$ cat src/hw/rtl/i2cm_pkg.sv
// Shared types and constants for the I2C master bit engine.
`default_nettype none

package i2cm_pkg;

  localparam int unsigned TicksW = 8;
  localparam int unsigned PollW  = 10;
  localparam int unsigned DelayW = 10;
  localparam int unsigned CfgW   = 10;

  localparam logic [TicksW-1:0] TicksReset = TicksW'(24);
  localparam logic [PollW-1:0]  PollReset  = PollW'(250);

  typedef enum logic [2:0] {
    ActTick  = 3'd0,
    ActStart = 3'd1,
    ActStop  = 3'd2,
    ActWrite = 3'd3,
    ActRead  = 3'd4,
    ActAck   = 3'd5,
    ActNack  = 3'd6,
    ActWait  = 3'd7
  } action_e;

  typedef enum logic {
    CfgTicksPerUnit = 1'b0,
    CfgAckPollLimit = 1'b1
  } cfg_index_e;

  typedef struct packed {
    logic [2:0] action;
    logic [7:0] tx_data;
    logic       sda_level;
  } i2cm_in_t;

  typedef struct packed {
    logic       scl_out;
    logic       sda_out;
    logic       busy_res;
    logic       done_res;
    logic [7:0] rx_data;
    logic       ack_status;
  } i2cm_res_t;

  typedef struct packed {
    logic                we;
    cfg_index_e          index;
    logic [CfgW-1:0]     data;
  } i2cm_cfg_t;

endpackage

`default_nettype wire

$ cat src/hw/rtl/i2cm_core.sv
// Bus phase sequencer: config registers, engine state and next-word logic.
`default_nettype none

module i2cm_core import i2cm_pkg::*; (
  input  wire logic      clk_i,
  input  wire logic      rst_ni,
  input  wire logic      step_i,
  input  wire i2cm_in_t  in_i,
  input  wire i2cm_cfg_t cfg_i,
  output i2cm_res_t      res_o
);

  typedef enum logic [3:0] {
    PhIdle, PhSt1, PhSt2, PhSp1, PhSp2, PhAk1, PhAk2,
    PhWrSet, PhWrHi, PhWrLo, PhRdLo, PhRdHi, PhWa1, PhWa2, PhWaPoll
  } phase_e;

  logic [TicksW-1:0] ticks_q;
  logic [PollW-1:0]  limit_q;
  phase_e            phase_q, phase_d;
  logic [3:0]        bit_cnt_q, bit_cnt_d;
  logic [7:0]        shift_q, shift_d;
  logic [DelayW-1:0] delay_q, delay_d;
  logic [PollW-1:0]  poll_q, poll_d;
  logic              scl_q, scl_d, sda_q, sda_d;
  logic [7:0]        rx_q, rx_d;
  logic              ack_q, ack_d;
  logic              done_d;

  logic [TicksW-1:0] tpu;
  logic [DelayW-1:0] dly1, dly2, dly4;
  logic [PollW:0]    poll_inc;
  logic [3:0]        bit_inc;
  logic [7:0]        shift_rd;

  assign tpu      = (ticks_q == '0) ? TicksW'(1) : ticks_q;
  assign dly1     = DelayW'(tpu);
  assign dly2     = DelayW'({tpu, 1'b0});
  assign dly4     = DelayW'({tpu, 2'b00});
  assign poll_inc = {1'b0, poll_q} + (PollW+1)'(1);
  assign bit_inc  = bit_cnt_q + 4'd1;
  assign shift_rd = {shift_q[6:0], in_i.sda_level};

  always_comb begin
    phase_d   = phase_q;
    bit_cnt_d = bit_cnt_q;
    shift_d   = shift_q;
    delay_d   = delay_q;
    poll_d    = poll_q;
    scl_d     = scl_q;
    sda_d     = sda_q;
    rx_d      = rx_q;
    ack_d     = ack_q;
    done_d    = 1'b0;
    if (phase_q == PhIdle) begin
      case (action_e'(in_i.action))
        ActStart: begin
          phase_d = PhSt1; scl_d = 1'b1; sda_d = 1'b1; delay_d = dly4;
        end
        ActStop: begin
          phase_d = PhSp1; scl_d = 1'b0; sda_d = 1'b0; delay_d = dly4;
        end
        ActWrite: begin
          bit_cnt_d = '0; shift_d = {in_i.tx_data[6:0], 1'b0};
          phase_d = PhWrSet; scl_d = 1'b0; sda_d = in_i.tx_data[7]; delay_d = dly2;
        end
        ActRead: begin
          bit_cnt_d = '0; shift_d = '0;
          phase_d = PhRdLo; scl_d = 1'b0; sda_d = 1'b1; delay_d = dly2;
        end
        ActAck: begin
          phase_d = PhAk1; scl_d = 1'b0; sda_d = 1'b0; delay_d = dly2;
        end
        ActNack: begin
          phase_d = PhAk1; scl_d = 1'b0; sda_d = 1'b1; delay_d = dly2;
        end
        ActWait: begin
          poll_d = '0; phase_d = PhWa1; sda_d = 1'b1; delay_d = dly1;
        end
        default: ;
      endcase
    end else if (phase_q == PhWaPoll) begin
      if (!in_i.sda_level) begin
        scl_d = 1'b0; ack_d = 1'b0; phase_d = PhIdle; done_d = 1'b1;
      end else if (poll_inc > {1'b0, limit_q}) begin
        ack_d = 1'b1;
        phase_d = PhSp1; scl_d = 1'b0; sda_d = 1'b0; delay_d = dly4;
      end else begin
        poll_d = poll_inc[PollW-1:0];
      end
    end else if (delay_q > DelayW'(1)) begin
      delay_d = delay_q - DelayW'(1);
    end else begin
      delay_d = '0;
      unique case (phase_q)
        PhSt1: begin phase_d = PhSt2; scl_d = 1'b1; sda_d = 1'b0; delay_d = dly4; end
        PhSt2: begin scl_d = 1'b0; phase_d = PhIdle; done_d = 1'b1; end
        PhSp1: begin phase_d = PhSp2; scl_d = 1'b1; sda_d = 1'b1; delay_d = dly4; end
        PhSp2: begin phase_d = PhIdle; done_d = 1'b1; end
        PhAk1: begin phase_d = PhAk2; scl_d = 1'b1; delay_d = dly2; end
        PhAk2: begin scl_d = 1'b0; phase_d = PhIdle; done_d = 1'b1; end
        PhWrSet: begin phase_d = PhWrHi; scl_d = 1'b1; delay_d = dly2; end
        PhWrHi: begin phase_d = PhWrLo; scl_d = 1'b0; delay_d = dly2; end
        PhWrLo: begin
          bit_cnt_d = bit_inc;
          if (bit_inc[3]) begin
            phase_d = PhIdle; done_d = 1'b1;
          end else begin
            sda_d = shift_q[7]; shift_d = {shift_q[6:0], 1'b0};
            phase_d = PhWrSet; scl_d = 1'b0; delay_d = dly2;
          end
        end
        PhRdLo: begin phase_d = PhRdHi; scl_d = 1'b1; sda_d = 1'b1; delay_d = dly1; end
        PhRdHi: begin
          shift_d = shift_rd; bit_cnt_d = bit_inc;
          if (bit_inc[3]) begin
            rx_d = shift_rd; phase_d = PhIdle; done_d = 1'b1;
          end else begin
            phase_d = PhRdLo; scl_d = 1'b0; sda_d = 1'b1; delay_d = dly2;
          end
        end
        PhWa1: begin phase_d = PhWa2; scl_d = 1'b1; sda_d = 1'b1; delay_d = dly1; end
        PhWa2: begin phase_d = PhWaPoll; poll_d = '0; delay_d = '0; end
        default: phase_d = PhIdle;
      endcase
    end
  end

  always_ff @(posedge clk_i or negedge rst_ni) begin
    if (!rst_ni) begin
      ticks_q   <= TicksReset;
      limit_q   <= PollReset;
      phase_q   <= PhIdle;
      bit_cnt_q <= '0;
      shift_q   <= '0;
      delay_q   <= '0;
      poll_q    <= '0;
      scl_q     <= 1'b1;
      sda_q     <= 1'b1;
      rx_q      <= '0;
      ack_q     <= 1'b0;
    end else begin
      if (cfg_i.we) begin
        unique case (cfg_i.index)
          CfgTicksPerUnit: ticks_q <= cfg_i.data[TicksW-1:0];
          CfgAckPollLimit: limit_q <= cfg_i.data[PollW-1:0];
          default: ;
        endcase
      end
      if (step_i) begin
        phase_q   <= phase_d;
        bit_cnt_q <= bit_cnt_d;
        shift_q   <= shift_d;
        delay_q   <= delay_d;
        poll_q    <= poll_d;
        scl_q     <= scl_d;
        sda_q     <= sda_d;
        rx_q      <= rx_d;
        ack_q     <= ack_d;
      end
    end
  end

  always_comb begin
    res_o.scl_out    = scl_d;
    res_o.sda_out    = sda_d;
    res_o.busy_res   = (phase_d != PhIdle);
    res_o.done_res   = done_d;
    res_o.rx_data    = rx_d;
    res_o.ack_status = ack_d;
  end

endmodule

`default_nettype wire

$ cat src/hw/rtl/i2cm_out_reg.sv
// Result word register between the engine and the output channel.
`default_nettype none

module i2cm_out_reg import i2cm_pkg::*; (
  input  wire logic      clk_i,
  input  wire logic      rst_ni,
  input  wire logic      load_i,
  input  wire i2cm_res_t data_i,
  output logic           free_o,
  output logic           valid_o,
  input  wire logic      ready_i,
  output i2cm_res_t      data_o
);

  logic      valid_q;
  i2cm_res_t data_q;

  assign free_o  = !valid_q || ready_i;
  assign valid_o = valid_q;
  assign data_o  = data_q;

  always_ff @(posedge clk_i or negedge rst_ni) begin
    if (!rst_ni) begin
      valid_q <= 1'b0;
    end else if (load_i) begin
      valid_q <= 1'b1;
    end else if (ready_i) begin
      valid_q <= 1'b0;
    end
  end

  always_ff @(posedge clk_i) begin
    if (load_i) begin
      data_q <= data_i;
    end
  end

endmodule

`default_nettype wire

$ cat src/hw/rtl/i2c_master_bit_engine_top.sv
// Top level of the I2C master bit engine.
//
// One input word is one clock tick of the engine: an optional command, the
// byte to send and the sampled SDA level. Every accepted word yields exactly
// one result word with the SCL/SDA drive, busy, a done pulse, the last
// received byte and the last acknowledge status.
// The result of an accepted word is offered on out_valid_o from the next
// cycle. Throughput is one word per cycle while the receiver takes each
// result, set by the single result register after the phase logic.
// When the receiver stalls, the result is held and in_ready_o drops until
// that word is taken; ready rises again in the same cycle it is taken.
// Configuration (ticks per unit, ack poll limit) is written on the cfg port
// at any time, cfg_ready_o is always high; write only while the engine is
// idle. Reset releases SCL and SDA, idles the engine, empties the result
// register and loads 24 ticks per unit and a poll limit of 250.
`default_nettype none

module i2c_master_bit_engine_top import i2cm_pkg::*; (
  input  wire logic        clk_i,
  input  wire logic        rst_ni,
  input  wire logic        in_valid_i,
  output logic             in_ready_o,
  input  wire i2cm_in_t    in_data_i,
  output logic             out_valid_o,
  input  wire logic        out_ready_i,
  output i2cm_res_t        out_data_o,
  input  wire logic        cfg_valid_i,
  output logic             cfg_ready_o,
  input  wire logic        cfg_index_i,
  input  wire logic [CfgW-1:0] cfg_data_i
);

  logic      step;
  i2cm_cfg_t cfg;
  i2cm_res_t res;

  assign cfg_ready_o = 1'b1;
  assign step        = in_valid_i && in_ready_o;

  always_comb begin
    cfg.we    = cfg_valid_i;
    cfg.index = cfg_index_e'(cfg_index_i);
    cfg.data  = cfg_data_i;
  end

  i2cm_core u_core (
    .clk_i  (clk_i),
    .rst_ni (rst_ni),
    .step_i (step),
    .in_i   (in_data_i),
    .cfg_i  (cfg),
    .res_o  (res)
  );

  i2cm_out_reg u_out (
    .clk_i   (clk_i),
    .rst_ni  (rst_ni),
    .load_i  (step),
    .data_i  (res),
    .free_o  (in_ready_o),
    .valid_o (out_valid_o),
    .ready_i (out_ready_i),
    .data_o  (out_data_o)
  );

  a_accept_gives_word: assert property (@(posedge clk_i) disable iff (!rst_ni)
    step |=> out_valid_o)
    else $error("accepted word produced no result");

  a_done_not_busy: assert property (@(posedge clk_i) disable iff (!rst_ni)
    out_valid_o && out_data_o.done_res |-> !out_data_o.busy_res)
    else $error("done pulse while still busy");

  a_stall_only_when_full: assert property (@(posedge clk_i) disable iff (!rst_ni)
    !in_ready_o |-> out_valid_o && !out_ready_i)
    else $error("input stalled without a pending result");

endmodule

`default_nettype wire
$ cat config.mk
export PLATFORM = sky130hd
export DESIGN_NAME = i2c_master_bit_engine_top
export DESIGN_NICKNAME = d
export VERILOG_FILES = /design/src/hw/rtl/i2cm_pkg.sv /design/src/hw/rtl/i2cm_core.sv /design/src/hw/rtl/i2cm_out_reg.sv /design/src/hw/rtl/i2c_master_bit_engine_top.sv
export SDC_FILE = /design/constraint.sdc
export NUM_CORES = 1
export LEC_CHECK = 0
export BUFFER_PORTS_ARGS = -buffer_cell sky130_fd_sc_hd__clkbuf_2
export CORE_UTILIZATION = 50
export DETAILED_ROUTE_END_ITERATION = 8
export GPL_TIMING_DRIVEN = 0
export PLACE_DENSITY = 0.71
export SLEW_MARGIN = 0
export SYNTH_ARGS = -nofsm -noshare
export SYNTH_HDL_FRONTEND = slang
export SYNTH_SLANG_ARGS = --single-unit
$ cat constraint.sdc
create_clock -name clk_i -period 3.4 [get_ports clk_i]
set_input_delay 0.85 -clock clk_i [delete_from_list [all_inputs] [get_ports clk_i]]
set_output_delay 0.85 -clock clk_i [all_outputs]
set_load 0.02 [all_outputs]
* Word-level counts from Yosys, hierarchy flattened
Index checks and enable logic that the tools add are counted.
Word-level totals: output and inout port bits 16, flip-flop bits (word level) 79, input port bits 28, word-level logic and storage cells 156
Cells by class: equality and inequality tests 32, order comparisons 2, $add $sub $neg 3, reduce and logical (&&, ||, !) cells 31, bitwise gates (word level) 1, muxes and demuxes 69
Operators by type and width (count):
- 10-bit two-way mux | 12
- 8-bit two-way mux | 10
- 4-bit two-way mux | 11
- 10-bit case mux with 4 select lines | 1
- 4-bit case mux with 10 select lines | 1
- 8-bit case mux with 2 select lines | 2
- 10-bit case mux with 3 select lines | 1
- 4-bit equality test, second input constant | 7
- 4-bit case mux with 6 select lines | 1
- 1-bit two-way mux | 23
- 4-bit by 3-bit equality test with 1-bit output, second input constant | 4
- 2-bit OR reduction | 7
- 3-bit equality test, second input constant | 4
- 6-bit AND reduction | 2
- 3-bit OR reduction | 4
- 10-bit by 1-bit adder with 11-bit output, second input constant | 1
- 11-bit by 10-bit > comparator with 1-bit output | 1
- 10-bit by 1-bit > comparator with 1-bit output, second input constant | 1
- 10-bit by 1-bit subtractor with 10-bit output, second input constant | 1
- 9-bit two-way mux | 1
- 3-bit by 2-bit inequality test with 1-bit output, second input constant | 3
- 4-bit by 2-bit equality test with 1-bit output, second input constant | 2
- 8-bit logical NOT | 1
- 4-bit OR reduction | 2
- other kinds (26) | 35

* Longest topological paths before layout
depth after elaboration 7, gate-level depth with buffers 13, gate-level depth less buffers 12

* Modules after synthesis
Synthesis repeated with hierarchy kept, for this count alone.
Second synthesis, totals: cell total of the unflattened synthesis 540, area total of the unflattened synthesis 5157.4 um^2
By module, submodules not included:
- i2cm_core | times used 1, area an instance 4702.0 um^2, sequential area each 1639.1 um^2, cells an instance 521
- i2cm_out_reg | times used 1, area an instance 437.9 um^2, sequential area each 415.4 um^2, cells an instance 16
- i2c_master_bit_engine_top | times used 1, area an instance 17.5 um^2, sequential area each 0.0 um^2, cells an instance 3

* Least setup slack after synthesis
OpenSTA, ideal clock, no wires.
path type register -> register, start register u_core.poll_q[0], end register u_core.delay_q[0], buffers on the path 0, setup time 125 ps, arrival time 3072 ps, setup slack 204 ps, required time 3275 ps, cell stages (with the launch flop) 13, period minus slack after synthesis 3196 ps, path through dfrtp_1 ha_1 and2_1 nand2_1 nor2_1 xor2_1 ha_1 a21o_1 a21oi_1 nor4b_1 o21ai_0 nand2_1 mux2_2
On the way: longest elaborated chain between the ends 4
Ends and longest elaborated chain:
- from (decl) | line i2cm_core.sv:24 | logic [PollW-1:0] poll_q, poll_d;
- from (signal assigned) | line i2cm_core.sv:155 | poll_q <= poll_d;
- 10-bit by 1-bit adder with 11-bit output | line i2cm_core.sv:40 | assign poll_inc = {1'b0, poll_q} + (PollW+1)'(1);
- 11-bit by 10-bit > comparator with 1-bit output | line i2cm_core.sv:85 | end else if (poll_inc > {1'b0, limit_q}) begin
- 3-bit by 2-bit inequality test with 1-bit output (no line)
- 4-bit AND reduction (no line)
- to (signal assigned) | line i2cm_core.sv:154 | delay_q <= delay_d;
- to (decl) | line i2cm_core.sv:23 | logic [DelayW-1:0] delay_q, delay_d;
Every way passes these cells. A chain may end at the register's enable or synchronous reset.

* Worst setup path in the final report
start register u_core.poll_q[0], end register u_core.poll_q[2]
On the way: longest elaborated chain between the ends 5, elaborated cells on any way between the ends 8, those cells by class add/sub: 1; order compare: 1; eq/ne: 1; mux: 4; reduce/logical: 1
Ends and longest elaborated chain (line):
- 10-bit by 1-bit adder with 11-bit output * | i2cm_core.sv:40
- parallel branches: the longest is 4 deep, another holds 11-bit by 10-bit > comparator with 1-bit output
Every way passes the cells marked *. The select of a mux whose other input is x is not followed.

==> metrics <==
status=complete, but fails checks; failing checks=capacitance limit; CTS H-tree lvls=3; Placeable Area=0.00982 mm²; Iteration-0 DRC Markers=385; area share of the largest cell type after synthesis=27.5%; HP Class=primary input to asynchronous set/reset pin; largest cells by area after synthesis=dfrtp_1, mux2_2, edfxtp_1; residual DRC count=0; Peak Freq=roughly 0.3 GHz; Worst path depth=14; Fin Clk Skew=0.0140 ns; port bufs=40; CTS tree=yes; setup slack, reg-to-reg=0.11 ns; HPWL Detailed=approximately 9.2 mm; Post-synth EDFFs=13; Largest stage delay, worst path=0.43 ns; syn_area_per_cell=roughly 9.7 µm²; VDD IR max=0.322 mV; R2R Path End=u_core.poll_q[2]; die height=103 µm; Final Max Tran Viols=0; PD cells=641 mW/mm²; router iterations before antenna repair=7; WP data arrival=3.54 ns; final design area excluding fillers=0.00576 mm²; worst-skew pair later-pin latency=0.38 ns; first-pass GRT wire length=around 21 mm; Worst-Margin Slew=around 1.5 ns; GPL Wtd Cong=0.906; number of antenna diodes=0; Routed Antenna Nets=0; Placed Area=around 0.0055 mm²; FP Rows=36; GRT Total Usage=26.0%; fin nets=623; Post-Route WL=~13 mm; largest net degree at the start of global routing=67; I/O pin count=44; R2R Path Start=u_core.poll_q[0]; Die ar.=0.0106 mm²; CP dominant cell by count=a21o_1; Max Root-Sink Buffers=2; FFs w/ async S/R, synth=between 80% and 90%; total grt overflow=0; Finish-stage setup viols=0; Post-synth top cells=dfrtp_1, mux2_2, nor2_1; CP max stage cell=dfrtp_2; Final period util=96.8%; CP max FO=10; Hold-fix buffers, CTS=0; overall die width=103 µm; syn_nets=565; FF-to-FF path depth=14; CP Buf/Inv Count=2; synthesized area=between 0.005 and 0.006 mm²; Setup TNS Final=0 ns; RSZ-0062 raised after global routing=false; number of global-route vias before repair=3976; Clk pin slew, worst setup/hold paths=0.10 ns; CP delay by family, top=compound AO/OA/AOI/OAI gates; Area Growth Syn to Fin=13.2%; crit path launch type=register; Yosys reg bits=79; Num Clock Sinks=79; Setup crit end kind=register; Max-slew headroom=0.0245%; DR vias/cell=6.19; layout cells sized above 1=between 20 and 25%; max cap viols=1; count leader, synth=dfrtp_1; root buffer cell=clkbuf_8; WL/cell=about 18 µm; Starting Density=between 50% and 60%; CP cell instances=ha_2 -> and2_1 -> nand2_1 -> nor2_1 -> xor2_1 -> ha_1 -> a21o_1 -> a21oi_2 -> nor4b_4 -> buf_4 -> nor2_4 -> a21o_1 -> buf_6 -> a221o_1; post-synthesis sequential area ratio=a little over 40%; total number of vias=4448; Worst Setup EP=u_core.poll_q[2]; Mapped Cells=523; antenna violations before repair=0; final hold violation count=0; Static Leak=about 2.5 nW; Synth warnings=0; FILL cells=about 900; CP Launch Point=u_core.poll_q[0]; top_reg_cell synth=dfrtp_1; Tmin final=around 3.3 ns; Unique masters post-synth=76; post-synth top area cell=dfrtp_1; CTS buffer count=9; CP required=3.65 ns; Crit Path Category=register to register
-- registers in the layout, indices dropped and copies added (netlist names) --
signal / flops
u_core.bit_cnt_q: 4
u_core.ticks_q: 8
u_core.limit_q: 10
u_out.data_o: 13
u_core.poll_q: 10
u_core.scl_q: 1
u_core.shift_q: 8
u_core.delay_q: 10
u_out.valid_o: 1
u_core.rx_q: 8
u_core.phase_q: 4
u_core.ack_q: 1
u_core.sda_q: 1
-- what timing repair did --
item,4_1_cts,5_1_grt
resized for setup,4,13
endpoints found under the hold margin,0,0
setup buffers,0,5
pin swaps,0,2
endpoints found under the setup margin,24,21
gates cloned,0,1
-- cell type report --
type | instances | area, µm² | area share [%]
plain buffers | 37 | 160 | 2.78
repair buffers | 46 | 268 | 4.65
clock buffers | 9 | 124 | 2.15
inverters | 19 | 71.3 | 1.24
flip-flops and latches | 79 | 2060 | 35.7
well taps | 133 | 166 | 2.89
multi-input cells | 389 | 2860 | 49.6
clock inverters | 7 | 55.1 | 0.956
-- metal layers --
metal  part of all wire, %  up-vias  track usage (%)
met5                     0        -                0
met4                   2.0        0             6.72
met3                   6.9       24             4.27
met2                    46      189             42.2
met1                    45     2150             36.2
li1                      -     2085                -
-- stage by stage --
stage / utilization [%] / std cells / worst slack (ns) / total power, mW / hold WS, ns
finish: 58.6 / 719 / 0.110 / 3.69 / 0.481
floorplan: - / 523 / 0.204 / 2.52 / 0.464
global placement: 55.5 / 696 / -0.421 / 2.93 / 0.483
detailed placement: 55.8 / 697 / -0.554 / 2.97 / 0.491
CTS: 57.8 / 713 / -0.0137 / 3.64 / 0.510
global route: 58.6 / 719 / 0.0116 / 3.92 / 0.523
-- worst min-delay path by stage --
stage | to | startpoint | slack, ns
after global routing | u_out.valid_o | rst_ni | 0.52
after global placement | u_core.rx_q[1] | u_core.rx_q[1] | 0.48
after detailed placement | u_core.ack_q | u_core.ack_q | 0.49
final | u_core.rx_q[3] | rst_ni | 0.48
after CTS | u_core.ack_q | u_core.ack_q | 0.51
after floorplan | u_core.bit_cnt_q[2] | u_core.bit_cnt_q[2] | 0.46
-- kinds of logic (layout without fill, tap and decap cells) --
group	Yosys count	count (layout)	synth area share [%]
AOI/OAI and AO/OA	150	150	20.9
xor gates and xnor gates	15	15	2.58
adders and majority gates	14	14	3.44
buffers and inverters	56	118	4.53
DFF	79	79	40.4
muxes	59	59	12.7
other	1	1	0.0737
and+or+nand+nor	149	150	15.4
-- placed cells by master, fill, tap and decap left out, drive strengths merged, types with 6 or more instances in the layout --
cell	netlist	layout
nor2b	7	7
nand2b	8	8
o22ai	8	8
ha	14	14
clkbuf	30	78
nor2	42	42
inv	18	20
a22oi	11	11
xnor2	12	12
nand3	11	11
buf	7	14
a21o	7	7
edfxtp	13	13
a31oi	6	6
o211ai	7	7
dfstp	10	10
nand2	32	33
nor3	12	12
and3	6	6
mux2	44	44
o21ai	25	25
a22o	9	9
a211oi	6	6
a21oi	27	27
dfrtp	56	56
mux2i	15	15
-- power breakdown --
group	switching [mW]	total, mW	internal [mW]
Clock	0.393	0.664	0.271
Combinational	0.988	1.67	0.682
Sequential	0.177	1.36	1.18
Total	1.56	3.69	2.13
(Power assumes the default switching activity.)
